## src/rtl/rgbhsv_pkg.sv

```systemverilog
// Package with the types, constants and divider step shared by the RGB to HSV core.
package rgbhsv_pkg;

    localparam int unsigned CHAN_W = 8;
    localparam int unsigned HUE_W = 15;

    // Hue in 1/64 degree: one sextant is 3840 and the full circle is 23040.
    localparam logic [HUE_W-1:0] HUE_SEXTANT = 15'd3840;
    localparam logic [HUE_W-1:0] HUE_GREEN_BASE = 15'd7680;
    localparam logic [HUE_W-1:0] HUE_BLUE_BASE = 15'd15360;
    localparam logic [HUE_W-1:0] HUE_FULL = 15'd23040;

    // The hue quotient is at most 3840, so 12 bits; the dividend is 3840 * |diff|.
    localparam int unsigned HUE_QBITS = 12;
    localparam int unsigned HUE_NUM_W = 20;
    // Saturation quotient 255 * delta / max is at most 255.
    localparam int unsigned SAT_QBITS = 8;
    localparam int unsigned SAT_NUM_W = 16;

    localparam int unsigned BITS_PER_STAGE = 2;
    localparam int unsigned DIV_STAGES = HUE_QBITS / BITS_PER_STAGE;

    typedef enum logic [1:0] {
        SEL_RED   = 2'd0,
        SEL_GREEN = 2'd1,
        SEL_BLUE  = 2'd2
    } max_sel_t;

    typedef struct packed {
        logic                 grey;
        max_sel_t             sel;
        logic                 neg;
        logic [CHAN_W-1:0]    mx;
        logic [CHAN_W-1:0]    delta;
        logic [HUE_NUM_W-1:0] hrem;
        logic [HUE_QBITS-1:0] hquo;
        logic [SAT_NUM_W-1:0] srem;
        logic [SAT_QBITS-1:0] squo;
    } div_word_t;

    // Two restoring division steps for the hue quotient, and for the saturation
    // quotient while it still has bits left.
    function automatic div_word_t div_stage(input div_word_t w, input int unsigned stage);
        div_word_t            o;
        int unsigned          step;
        logic [HUE_NUM_W-1:0] hd;
        logic [SAT_NUM_W-1:0] sd;
        o = w;
        for (int unsigned j = 0; j < BITS_PER_STAGE; j++) begin
            step = stage * BITS_PER_STAGE + j;
            hd = HUE_NUM_W'(o.delta) << (HUE_QBITS - 1 - step);
            if (o.hrem >= hd) begin
                o.hrem = o.hrem - hd;
                o.hquo = {o.hquo[HUE_QBITS-2:0], 1'b1};
            end
            else begin
                o.hquo = {o.hquo[HUE_QBITS-2:0], 1'b0};
            end
            if (step < SAT_QBITS) begin
                sd = SAT_NUM_W'(o.mx) << (SAT_QBITS - 1 - step);
                if (o.srem >= sd) begin
                    o.srem = o.srem - sd;
                    o.squo = {o.squo[SAT_QBITS-2:0], 1'b1};
                end
                else begin
                    o.squo = {o.squo[SAT_QBITS-2:0], 1'b0};
                end
            end
        end
        return o;
    endfunction

endpackage

```

## src/rtl/rgb_to_hsv_converter_core.sv

```systemverilog
// RGB to HSV pixel converter core: a nine-stage pipeline with pipelined dividers.
//
//   channel  valid          stall          words
//   pixel    pixel_valid    pixel_stall    red_in, green_in, blue_in
//   result   result_valid   result_stall   hue_out, saturation_out, value_out
//
// One word enters per cycle while pixel_stall is low.
// The hue divider resolves two quotient bits per stage, the saturation divider too until its eight bits are done.
// Reset clears the valid bits of all stages; no clearing pass is needed.
// A stall on a waiting result freezes the whole pipeline and raises pixel_stall
// in the same cycle; nothing is dropped or repeated.
module rgb_to_hsv_converter_core (
    input  logic                         clk,
    input  logic                         rst_n,
    input  logic                         pixel_valid,
    output logic                         pixel_stall,
    input  logic [rgbhsv_pkg::CHAN_W-1:0] red_in,
    input  logic [rgbhsv_pkg::CHAN_W-1:0] green_in,
    input  logic [rgbhsv_pkg::CHAN_W-1:0] blue_in,
    output logic                         result_valid,
    input  logic                         result_stall,
    output logic [rgbhsv_pkg::HUE_W-1:0]  hue_out,
    output logic [rgbhsv_pkg::CHAN_W-1:0] saturation_out,
    output logic [rgbhsv_pkg::CHAN_W-1:0] value_out
);
    import rgbhsv_pkg::*;

    logic advance;

    // Stage A: max, min, delta and the signed channel difference.
    logic              a_valid_reg;
    max_sel_t          a_sel_reg, a_sel_next;
    logic              a_neg_reg, a_neg_next;
    logic [CHAN_W-1:0] a_mag_reg, a_mag_next;
    logic [CHAN_W-1:0] a_mx_reg, a_mx_next;
    logic [CHAN_W-1:0] a_delta_reg, a_delta_next;
    logic [CHAN_W-1:0] mn;
    logic [CHAN_W:0]   diff;

    // Stage B: dividends.
    logic      b_valid_reg;
    div_word_t b_reg, b_next;

    // Divider stages.
    logic [DIV_STAGES-1:0] div_valid_reg;
    div_word_t             div_reg [DIV_STAGES];
    div_word_t             div_last;

    // Output register.
    logic              result_valid_reg;
    logic [HUE_W-1:0]  hue_reg, hue_next;
    logic [CHAN_W-1:0] sat_reg;
    logic [CHAN_W-1:0] val_reg;
    logic [HUE_W-1:0]  quo;

    assign advance     = !result_valid_reg || !result_stall;
    assign pixel_stall = !advance;

    always_comb
    begin
        if (red_in >= green_in && red_in >= blue_in) begin
            a_sel_next = SEL_RED;
            a_mx_next  = red_in;
            diff       = {1'b0, green_in} - {1'b0, blue_in};
        end
        else if (green_in >= blue_in) begin
            a_sel_next = SEL_GREEN;
            a_mx_next  = green_in;
            diff       = {1'b0, blue_in} - {1'b0, red_in};
        end
        else begin
            a_sel_next = SEL_BLUE;
            a_mx_next  = blue_in;
            diff       = {1'b0, red_in} - {1'b0, green_in};
        end
        mn = red_in;
        if (green_in < mn) begin
            mn = green_in;
        end
        if (blue_in < mn) begin
            mn = blue_in;
        end
        a_delta_next = a_mx_next - mn;
        a_neg_next   = diff[CHAN_W];
        a_mag_next   = diff[CHAN_W] ? CHAN_W'(-diff) : diff[CHAN_W-1:0];
    end

    always_comb
    begin
        b_next       = '0;
        b_next.grey  = (a_delta_reg == '0);
        b_next.sel   = a_sel_reg;
        b_next.neg   = a_neg_reg;
        b_next.mx    = a_mx_reg;
        b_next.delta = a_delta_reg;
        // 3840 * mag = mag * 4096 - mag * 256, and 255 * delta = delta * 256 - delta.
        b_next.hrem  = (HUE_NUM_W'(a_mag_reg) << 12) - (HUE_NUM_W'(a_mag_reg) << 8);
        b_next.srem  = (SAT_NUM_W'(a_delta_reg) << 8) - SAT_NUM_W'(a_delta_reg);
    end

    always_ff @(posedge clk or negedge rst_n)
    begin
        if (!rst_n) begin
            a_valid_reg      <= 1'b0;
            b_valid_reg      <= 1'b0;
            div_valid_reg    <= '0;
            result_valid_reg <= 1'b0;
        end
        else if (advance) begin
            a_valid_reg      <= pixel_valid;
            b_valid_reg      <= a_valid_reg;
            div_valid_reg    <= {div_valid_reg[DIV_STAGES-2:0], b_valid_reg};
            result_valid_reg <= div_valid_reg[DIV_STAGES-1];
        end
    end

    always_ff @(posedge clk)
    begin
        if (advance) begin
            a_sel_reg   <= a_sel_next;
            a_neg_reg   <= a_neg_next;
            a_mag_reg   <= a_mag_next;
            a_mx_reg    <= a_mx_next;
            a_delta_reg <= a_delta_next;
            b_reg       <= b_next;
        end
    end

    for (genvar s = 0; s < DIV_STAGES; s++) begin : g_div
        always_ff @(posedge clk)
        begin
            if (advance) begin
                if (s == 0) begin
                    div_reg[s] <= div_stage(b_reg, s);
                end
                else begin
                    div_reg[s] <= div_stage(div_reg[(s == 0) ? 0 : s - 1], s);
                end
            end
        end
    end

    assign div_last = div_reg[DIV_STAGES-1];
    assign quo      = HUE_W'(div_last.hquo);

    // Truncation toward zero: a negative quotient of zero is still zero.
    always_comb
    begin
        case (div_last.sel)
            SEL_GREEN: hue_next = div_last.neg ? HUE_GREEN_BASE - quo : HUE_GREEN_BASE + quo;
            SEL_BLUE:  hue_next = div_last.neg ? HUE_BLUE_BASE - quo : HUE_BLUE_BASE + quo;
            default:   hue_next = (div_last.neg && quo != '0) ? HUE_FULL - quo : quo;
        endcase
        if (div_last.grey) begin
            hue_next = '0;
        end
    end

    always_ff @(posedge clk)
    begin
        if (advance) begin
            hue_reg <= hue_next;
            sat_reg <= div_last.grey ? '0 : div_last.squo;
            val_reg <= div_last.mx;
        end
    end

    assign result_valid   = result_valid_reg;
    assign hue_out        = hue_reg;
    assign saturation_out = sat_reg;
    assign value_out      = val_reg;

    a_hue_range: assert property (@(posedge clk) disable iff (!rst_n)
        result_valid |-> hue_out < HUE_FULL)
        else $error("hue word out of range");

    a_grey_hue: assert property (@(posedge clk) disable iff (!rst_n)
        result_valid && saturation_out == '0 |-> hue_out == '0)
        else $error("zero saturation with nonzero hue");

    a_black_sat: assert property (@(posedge clk) disable iff (!rst_n)
        result_valid && value_out == '0 |-> saturation_out == '0)
        else $error("black pixel with nonzero saturation");

    a_freeze: assert property (@(posedge clk) disable iff (!rst_n)
        !advance |=> $stable(div_valid_reg) && $stable(b_valid_reg) && $stable(a_valid_reg))
        else $error("pipeline moved during a stall");

endmodule
```

## config.mk

```make
export PLATFORM = sky130hd
export DESIGN_NAME = rgb_to_hsv_converter_core
export DESIGN_NICKNAME = d
export VERILOG_FILES = /design/src/rtl/rgbhsv_pkg.sv /design/src/rtl/rgb_to_hsv_converter_core.sv
export SDC_FILE = /design/constraint.sdc
export NUM_CORES = 1
export LEC_CHECK = 0
export ABC_AREA = 1
export BUFFER_PORTS_ARGS = -buffer_cell sky130_fd_sc_hd__buf_2
export CORE_ASPECT_RATIO = 1.4
export CORE_MARGIN = 3
export CORE_UTILIZATION = 61
export CTS_BUF_LIST = sky130_fd_sc_hd__clkbuf_4
export DETAILED_ROUTE_END_ITERATION = 8
export HOLD_SLACK_MARGIN = 0.1
export PLACE_DENSITY_LB_ADDON = 0.1
export REMOVE_ABC_BUFFERS = 1
export SYNTH_ARGS = -nofsm -noshare
export SYNTH_HDL_FRONTEND = slang
export SYNTH_SLANG_ARGS = --single-unit
```

## constraint.sdc

```tcl
create_clock -name clk -period 15.8 [get_ports clk]
set_input_delay 2.37 -clock clk [delete_from_list [all_inputs] [get_ports clk]]
set_output_delay 2.37 -clock clk [all_outputs]
set_load 0.02 [all_outputs]
```

==> out/qor.csv, run 1 <==
stage,metric,value,unit
outcome,outcome,"complete, no violations",
setup_path,r2r_slack,10870,ps
clocking,clockBufferDepth,3,
synthesis,synth_compound_area_share,10.4,%
finish,finalNetCount,3456,
sta,rsz0062_at_grt,false,
clocking,clock-sinks,421,
drt,drc_errors,0,
finish,drive_above_1_share,9.80,%
setup_path,ff2ff_path_depth,20,
clocking,cts_hold_buf,0,
synthesis,ys.flop_type,edfxtp_1,
setup_path,worstReg2RegEnd,div_reg[0][22],
clocking,cts_tree,yes,
synthesis,synth-xor-area-share,5.63,%
synthesis,synth.distinct_cells,69,
synthesis,synth_simple_gate_area_share,20.4,%
synthesis,async_flop_share,2.14,%
floorplan,rows,91,
finish,n_fill_cell,3665,
finish,final_cells,3827,
synthesis,syn_inst,3070,
synthesis,syn-cell-area,27500,um^2
synthesis,synth_top_family_by_area,simple AND/OR/NAND/NOR gates,
global_route,grtUsageTotal,25.1,%
setup_path,critPathMaxFanout,16,
drt,wire_per_inst,15.3,um
drt,viasPerCell,5.52,
setup_path,cpMostUsedCell,nand2_1,
min_path,min_path_type,flop to flop,
synthesis,muxShareOfSynthArea,0.0409,%
synthesis,syn_avg_cell_area,8.97,um^2
clocking,htree_levels,3,
setup_path,crit_path_top_delay_cell,o21ai_0,
clocking,cts-root-buf,clkbuf_4,
sta,finClkSkew,45.1,ps
clocking,path_clk_slew,70,ps
setup_path,crit_type,primary input to flop,
drt,drt_pass1_iterations,7,
floorplan,core,44300,um^2
drt,wirelength,58700,um
sta,fmax,0.153,GHz
sta,fin_crit_sh,41.3,%
min_path,min-delay-start,a_mx_reg[3],
global_route,grt_max_degree,180,
global_route,overflow,0,
global_route,grt_antenna_before_repair,1,
finish,largest_reg_flops,307,
synthesis,ys_ff_latch,421,
placement,port_buffers,60,
floorplan,die_height,257,um
drt,dr_total_vias,21123,
setup_path,r2r-start,b_reg[17],
placement,dp_hpwl,46100,um
clocking,numCtsBuffers,98,
drt,drt_iter0_drc,1059,
drt,ant_nets,0,
floorplan,fp.dieArea,47700,um^2
min_path,holdPathStages,0,
placement,gp_congestion,0.911,
sta,max_slew_margin,24.0,%
global_route,grt_pass1_vias,21351,
placement,post-place-cells,3653,
setup_path,max_stage_delay,420,ps
synthesis,yosysSeqAreaShare,45.8,%
floorplan,initial_core_util,62.1,%
sta,drv_slew,0,
sta,hold_ws,384,ps
synthesis,synth_fa_ha_area_share,11.1,%
sta,final.min_clock_period,6520,ps
setup_path,endpoint_kind,flop,
synthesis,yosysWarningCount,0,
flow_run,max-cap-violations,0,
setup_path,cp.arrival,7080,ps
setup_path,critPathRequiredTime,16360,ps
sta,setup_viol,0,
floorplan,die_x,186,um
sta,hold_violations,0,
clocking,cts.repair.resized,0,
clocking,post-cts-setup-buffers,0,
global_route,grt_pass1_wl,97900,um
sta,worst_pin_slew,1140,ps
min_path,hold_end,b_reg[67],
finish,syn2layout_area_growth,7.53,%
setup_path,start_kind,primary input,
finish,utilization,66.8,%
synthesis,synth-edff-count,412,
floorplan,ios,61,
clocking,insertion_delay,810,ps
layout make-up:
cell class,count,area [um^2],share of cell area [%]
multi-input cells,2187,13100,44.3
diodes,4,10.0,0.0338
repair buffers,63,335,1.13
clock inverters,43,293,0.989
inverters,424,1600,5.39
well taps,558,698,2.36
clock buffers,127,953,3.22
flip-flops and latches,421,12600,42.6
placed cells by master (no fill, tap or decap), drive strengths merged, types with 38 or more instances in the layout:
cell type	n
nor2	266
buf	63
inv	424
ha	214
nand3	202
nand2	667
clkbuf	127
xor2	113
nand4	46
a21oi	198
o21ai	192
xnor2	64
edfxtp	412
clkinv	38
synth_stat cells (6+ instances only):
master	n	area, um^2
o21bai_1	16	120
a21oi_1	194	971
dfrtp_1	9	225
fa_1	19	380
ha_1	214	2680
clkbuf_1	13	48.8
xnor2_1	64	561
a211oi_1	6	45.0
buf_2	12	60.1
a221oi_1	6	52.6
xor2_1	113	990
nor2_4	7	78.8
inv_1	402	1510
nand4_1	45	282
nand2_1	653	2450
o21ai_0	158	791
o211ai_1	16	120
nand3b_1	12	90.1
nor2_1	249	935
o31ai_1	6	45.0
nor3_1	35	175
o221ai_1	6	52.6
nand2_2	12	75.1
or2_2	19	119
inv_2	19	71.3
o21ai_1	28	140
nor2_2	10	62.6
buf_4	7	52.6
edfxtp_1	412	12400
nand3_2	14	140
nor4_1	7	43.8
a31oi_1	12	75.1
a21o_1	19	143
nand3_1	184	921
logic make-up after synthesis:
kind of cell	count (synthesis)
simple gates	1273
compound gates	503
buf+inv	462
fa+ha+maj	233
xor+xnor	177
mux	1
flops	421
critical path, delay by kind of cell:
family / cells / cell delay (ps)
buf+inv: 4 / 320
compound gates: 7 / 1510
simple gates: 15 / 2020
fa+ha+maj: 3 / 850
per-stage QoR:
| step | setup TNS [ps] | worst slack, ps | cell area, um^2 |
|---|---|---|---|
| after global routing | 0 | 8680 | 29600 |
| after global placement | 0 | 8560 | 28300 |
| final | 0 | 9280 | 29600 |
| after detailed placement | 0 | 8430 | 28300 |
| after CTS | 0 | 9340 | 29600 |
| after floorplan | -1180 | -1180 | 27300 |
routing by layer:
metal | part of all wire [%] | up-vias | track usage, %
li1 | - | 10767 | -
met1 | 38 | 9738 | 26.2
met2 | 55 | 462 | 48.4
met3 | 3.0 | 156 | 3.24
met4 | 4.3 | 0 | 12.3
met5 | 0 | - | 0
how the worst max path moves through the flow:
stage	start	end	slack [ps]	depth (start not counted)
4_1_cts	green_in[5]	a_delta_reg[7]	9340	29
2_1_floorplan	result_stall	pixel_stall	-1180	2
3_5_place_dp	green_in[5]	a_delta_reg[7]	8430	29
6_report	green_in[5]	a_delta_reg[7]	9280	29
5_1_grt	green_in[4]	a_delta_reg[7]	8680	30
3_3_place_gp	green_in[5]	a_delta_reg[7]	8560	30
Power of run 1 is left out: the tool's default activity adds up to more than one toggle a clock period on the data nets, which glitch-free logic cannot reach.
==> run 2, diff against run 1 <==
--- a/config.mk
+++ b/config.mk
@@ -5,11 +5,11 @@
 export SDC_FILE = /design/constraint.sdc
 export NUM_CORES = 1
 export LEC_CHECK = 0
-export ABC_AREA = 1
+export ABC_AREA = 0
 export BUFFER_PORTS_ARGS = -buffer_cell sky130_fd_sc_hd__buf_2
 export CORE_ASPECT_RATIO = 1.4
 export CORE_MARGIN = 3
-export CORE_UTILIZATION = 61
+export CORE_UTILIZATION = 59
 export CTS_BUF_LIST = sky130_fd_sc_hd__clkbuf_4
 export DETAILED_ROUTE_END_ITERATION = 8
 export HOLD_SLACK_MARGIN = 0.1
==> constraint.sdc (replaced) <==
create_clock -name clk -period 5.49 [get_ports clk]
set_input_delay 0.8235 -clock clk [delete_from_list [all_inputs] [get_ports clk]]
set_output_delay 0.8235 -clock clk [all_outputs]
set_load 0.02 [all_outputs]
==> out/qor.csv, run 2 <==
stage,metric,value,unit,change
synthesis,syn_inst,2421,,-21%
sta,finClkSkew,54.1,ps,+9.04 ps
setup_path,crit_type,flop to flop,,
synthesis,synth_common_cells,"edfxtp_1 (412), ha_1 (214), nor2_1 (201), inv_1 (198), a21oi_1 (171)",,
setup_path,critPathRequiredTime,6030,ps,"-10,330 ps"
synthesis,synth.area.top_cells,"edfxtp_1 (47%), ha_1 (10%), mux2_2 (3.9%)",,
synthesis,ys.flop_type,edfxtp_1,,
setup_path,endpoint_kind,flop,,
sta,drv_slew,0,,unchanged
synthesis,syn-cell-area,26400,um^2,-4.2%
clocking,insertion_delay,800,ps,about the same
clocking,cts_tree,yes,,
floorplan,rows,91,,unchanged
synthesis,yosysTopAreaCellShare,46.9,%,+2.0 points
sta,fmax,0.191,GHz,
setup_path,path_buf_inv,0,,-4
setup_path,cpMostUsedCell,or4_4,,
placement,port_buffers,60,,unchanged
drt,ant_nets,0,,unchanged
setup_path,critical_path.cell_chain,"or4_4, or4_4, or4_4, or2_2, mux2_2, ha_1, and2_1, a221oi_2, o31ai_1, nor2_1, o31a_1, and4b_2, nor3_1, nand4_1, xor2_1",,
drt,drt_iter0_drc,877,,-17%
setup_path,cp.arrival,5770,ps,-1310 ps
drt,dr_total_vias,18796,,-11%
clocking,clockBufferDepth,3,,unchanged
clocking,numCtsBuffers,101,,+3.1%
synthesis,syn_avg_cell_area,10.9,um^2,+22%
setup_path,cpLargestDelayFamily,simple AND/OR/NAND/NOR gates,,
sta,max_slew_margin,24.0,%,about the same
floorplan,ios,61,,unchanged
finish,syn2layout_area_growth,10.3,%,
setup_path,critPathMaxFanout,13,,-3
drt,viasPerCell,5.79,,+4.8%
clocking,htree_levels,3,,unchanged
global_route,grt_max_degree,194,,+7.8%
drt,drc_errors,0,,unchanged
floorplan,die_x,185,um,-0.44%
setup_path,crit_path_top_delay_cell,or4_4,,
floorplan,initial_core_util,59.9,%,-2.3 points
finish,drive_above_1_share,15.9,%,+6.1 points
global_route,grt_antenna_before_repair,1,,unchanged
floorplan,die_height,256,um,-0.45%
sta,setup_viol,0,,unchanged
placement,dp_hpwl,43300,um,-5.9%
floorplan,fp.dieArea,47300,um^2,-0.89%
finish,finalNetCount,2872,,-17%
synthesis,yosysSeqAreaShare,47.8,%,+2.0 points
synthesis,synth-edff-count,412,,unchanged
global_route,grt_pass1_wl,91800,um,-6.2%
sta,rsz0062_at_grt,false,,
clocking,clock-sinks,421,,unchanged
flow_run,max-cap-violations,0,,unchanged
floorplan,core,44100,um^2,-0.51%
min_path,min_path_type,primary input to flop,,
synthesis,yosysMostFrequentCell,edfxtp_1,,
synthesis,async_flop_share,2.14,%,unchanged
sta,fin_crit_sh,95.3,%,
setup_path,max_stage_delay,570,ps,+150 ps
global_route,grt_pass1_vias,19624,,-8.1%
placement,dp_slack,-4.34,ps,-8430 ps
sta,final.min_clock_period,5230,ps,
outcome,outcome,"complete, no violations",,
clocking,cts-root-buf,clkbuf_4,,
finish,final_cell_mix,"edfxtp_1 (412), ha_1 (214), nor2_1 (201), inv_1 (198), a21oi_1 (169)",,
drt,drt_pass1_iterations,5,,-2
synthesis,synth_largest_area_cell,edfxtp_1,,
drt,wire_per_inst,17.3,um,+13%
finish,largest_reg_flops,307,,unchanged
sta,setup_slack,256,ps,-9020 ps
synthesis,yosysWarningCount,0,,unchanged
sta,hold_violations,0,,unchanged
synthesis,synth.distinct_cells,87,,+26%
setup_path,start_kind,flop,,
global_route,overflow,0,,unchanged
global_route,grtUsageTotal,23.9,%,-1.2 points
placement,gp_congestion,0.980,,+7.5%
finish,layout_commonest_cell,edfxtp_1,,
synthesis,ys_ff_latch,421,,unchanged
sta,worst_pin_slew,1130,ps,-6.74 ps
clocking,path_clk_slew,60,ps,about the same
drt,wirelength,56400,um,-4.0%
## run 2: final timing paths
path / slack, ps / cells past startpoint / to / from
worst max-delay path: 260 / 15 / div_reg[4][55] / div_reg[3][50]
worst min-delay path: 290 / 2 / a_valid_reg / pixel_valid
worst max register to register: 260 / 15 / div_reg[4][55] / div_reg[3][50]
worst min register to register: 390 / 0 / div_reg[3][72] / div_reg[2][72]
max in group asynchronous: 4900 / 2 / div_valid_reg[1] / rst_n
min in group asynchronous: 420 / 2 / div_valid_reg[5] / rst_n
## run 2: through the flow
stage                     util, %  TNS [ps]  instances  area, um^2  hold WS (ps)
after floorplan                 -  -2214690       2382       26200           400
after global placement       62.9         0       3064       27700           401
after detailed placement     62.9     -4.34       3064       27700           405
after CTS                    65.9         0       3246       29000           159
after global routing         66.0         0       3249       29100           196
final                        66.0         0       3249       29100           290
## run 2: final cells by class
cell class                      instances  area, um^2
Antenna cell                            2        5.00
Clock buffer                          137        1030
Clock inverter                         44         263
Fill cell                            3486       15000
Inverter                              201         754
Multi-Input combinational cell       1760       12900
Sequential cell                       421       12600
Tap cell                              558         698
Timing Repair Buffer                  126         823
## run 2: logic make-up after synthesis
kind of cell / count (synthesis) / synth area share, %
multiplexers: 122 / 5.08
AO/OA/AOI/OAI: 582 / 13.8
adder cells (fa/ha/maj): 233 / 11.6
buffers and inverters: 240 / 3.51
AND/OR/NAND/NOR: 670 / 13.1
flip-flops: 421 / 47.8
XOR/XNOR: 153 / 5.11
## run 2: what timing repair did
action                     in CTS  in global routing
setup endpoints to repair       0                 24
hold endpoints to repair        9                  0
hold buffers                    1                  0
resized for setup               0                 12
setup buffers                   0                  1
## run 2: metal layers
layer | global-route usage, % | share of wire (%)
met1 | 23.0 | 35
met2 | 46.1 | 55
met3 | 3.24 | 3.1
met4 | 16.1 | 6.6
met5 | 0 | 0
Power of run 2 is left out for the same reason.
==> run 3, diff against run 2 <==
==> constraint.sdc (replaced) <==
create_clock -name clk -period 5.49 [get_ports clk]
set_input_delay 0.549 -clock clk [delete_from_list [all_inputs] [get_ports clk]]
set_output_delay 0.549 -clock clk [all_outputs]
set_load 0.02 [all_outputs]
==> out/qor.csv, run 3 (synthesis gave the netlist of run 2 again) <==
stage,metric,value,unit,change
outcome,outcome,"complete, no violations",,
setup_path,critical_path.cell_chain,"inv_1, ha_1, nor2b_1, o21ai_0, a21oi_2, o211a_1, nor3_2, buf_4, nor2_1, ha_1, nor2b_1, o21ai_0, a21boi_0, o31ai_2, a21oi_1, or3_1, or3_1, nor3_1, mux2_2",,
setup_path,path_buf_inv,2,,+2
finish,drive_above_1_share,15.3,%,-0.54 points
sta,fmax,0.193,GHz,+0.78%
finish,n_fill_cell,3447,,-1.1%
finish,layout_commonest_cell,edfxtp_1,,
setup_path,cp.arrival,5740,ps,-30 ps
sta,worst_pin_slew,1100,ps,-28.5 ps
clocking,post-cts-setup-buffers,0,,unchanged
min_path,holdPathStages,3,,+1
drt,wire_per_inst,17.5,um,+0.60%
clocking,cts_tree,yes,,
finish,largest_reg_flops,307,,unchanged
global_route,overflow,0,,unchanged
drt,viasPerCell,5.85,,+1.1%
floorplan,fp.dieArea,47300,um^2,unchanged
setup_path,ff2ff_path_depth,19,,+4
min_path,min-delay-start,blue_in[7],,
floorplan,initial_core_util,59.9,%,unchanged
sta,setup_slack,296,ps,+40.5 ps
setup_path,max_stage_delay,470,ps,-100 ps
sta,final.min_clock_period,5190,ps,-40.5 ps
placement,gp_congestion,0.970,,-1.0%
setup_path,critical_path_depth,19,,+4
setup_path,critPathMaxFanout,8,,-5
drt,dr_total_vias,18878,,+0.44%
sta,finClkSkew,73.4,ps,+19.3 ps
flow_run,max-cap-violations,0,,unchanged
drt,wirelength,56300,um,about the same
global_route,grt_max_degree,150,,-23%
sta,hold_violations,0,,unchanged
drt,drt_iter0_drc,933,,+6.4%
sta,max_slew_margin,25.9,%,+1.9 points
clocking,cts-root-buf,clkbuf_4,,
placement,dp_hpwl,43600,um,+0.58%
finish,syn2layout_area_growth,10.0,%,
finish,finalNetCount,2857,,-0.52%
sta,drv_slew,0,,unchanged
placement,placed_cell_area,27600,um^2,-0.43%
drt,drt_pass1_iterations,5,,unchanged
sta,fin_crit_sh,94.6,%,-0.74 points
clocking,htree_levels,3,,unchanged
clocking,numCtsBuffers,100,,-0.99%
min_path,hold_end,a_mx_reg[7],,
floorplan,core,44100,um^2,unchanged
setup_path,crit_path_top_delay_cell,edfxtp_1,,
min_path,min_path_type,primary input to flop,,
drt,drc_errors,0,,unchanged
setup_path,worstReg2RegEnd,div_reg[2][55],,
setup_path,crit_type,flop to flop,,
clocking,insertion_delay,820,ps,+20 ps
global_route,grt_pass1_wl,91400,um,-0.43%
floorplan,die_height,256,um,unchanged
global_route,grt_antenna_before_repair,1,,unchanged
clocking,clockBufferDepth,3,,unchanged
floorplan,die_x,185,um,unchanged
setup_path,endpoint_kind,flop,,
drt,ant_nets,0,,unchanged
finish,final_area,29000,um^2,-0.21%
global_route,grt_pass1_vias,19423,,-1.0%
clocking,clock-sinks,421,,unchanged
setup_path,critPathRequiredTime,6040,ps,about the same
floorplan,rows,91,,unchanged
setup_path,r2r_slack,300,ps,+40 ps
floorplan,ios,61,,unchanged
setup_path,cpLargestDelayFamily,compound AO/OA/AOI/OAI gates,,
setup_path,r2r-start,div_reg[1][57],,
finish,final_cell_mix,"edfxtp_1 (412), ha_1 (214), nor2_1 (201), inv_1 (198), a21oi_1 (170)",,
clocking,path_clk_slew,70,ps,about the same
setup_path,start_kind,flop,,
placement,dp_slack,4.29,ps,+8.63 ps
global_route,grtUsageTotal,23.9,%,-0.080 points
placement,port_buffers,60,,unchanged
sta,setup_viol,0,,unchanged
[run 3: cell count changes in the layout (fill, tap and decap cells not counted), sizes merged]
cell / delta
clkbuf: +1
inv: -2
dlygate4sd3: +3
clkinv: -10
bufinv: +3
buf: -17
[run 3: how the worst max path moves through the flow]
stage	startpoint	to	slack (ps)
after floorplan	result_stall	pixel_stall	-6070
after global placement	green_in[3]	a_delta_reg[7]	60
after detailed placement	green_in[2]	a_delta_reg[7]	4
after CTS	div_reg[3][50]	div_reg[4][43]	80
after global routing	div_reg[1][57]	div_reg[2][45]	-60
final	div_reg[1][57]	div_reg[2][55]	300
[run 3: per-stage QoR]
step | std cells | util [%] | hold slack (ps) | TNS (ps)
after detailed placement | 3048 | 62.7 | 405 | 0
after global routing | 3227 | 65.9 | 145 | -251
after global placement | 3048 | 62.7 | 401 | 0
after CTS | 3225 | 65.8 | 101 | 0
final | 3227 | 65.9 | 217 | 0
after floorplan | 2382 | - | 253 | -2098450
[run 3: layer usage]
layer | up-vias | track usage (%) | wire length [um]
met5 | - | 0 | 0
met4 | 0 | 15.1 | 3450
met3 | 168 | 3.51 | 1720
met2 | 375 | 45.7 | 31000
met1 | 8960 | 23.4 | 20200
li1 | 9375 | - | -
[run 3: what timing repair did]
action | CTS | global route
endpoints found under the hold margin | 11 | 0
resized for setup | 0 | 14
hold buffers | 4 | 0
setup endpoints to repair | 0 | 38
[run 3: area by class of cell]
class / instances / area (um^2) / share of cell area (%)
Antenna cell: 2 / 5.00 / 0.0172
Clock buffer: 138 / 1040 / 3.57
Clock inverter: 35 / 304 / 1.05
Inverter: 201 / 754 / 2.60
Multi-Input combinational cell: 1760 / 12900 / 44.5
Sequential cell: 421 / 12600 / 43.4
Tap cell: 558 / 698 / 2.41
Timing Repair Buffer: 112 / 726 / 2.50
[run 3: worst register-to-register path, delay by kind of cell, from the launching register on]
family	cells	cell delay [ps]
adder cells (fa/ha/maj)	2	550
AND/OR/NAND/NOR	7	1570
buffers and inverters	2	340
flip-flops	1	470
multiplexers	1	360
AO/OA/AOI/OAI	7	1650
Power of run 3 is left out for the same reason.
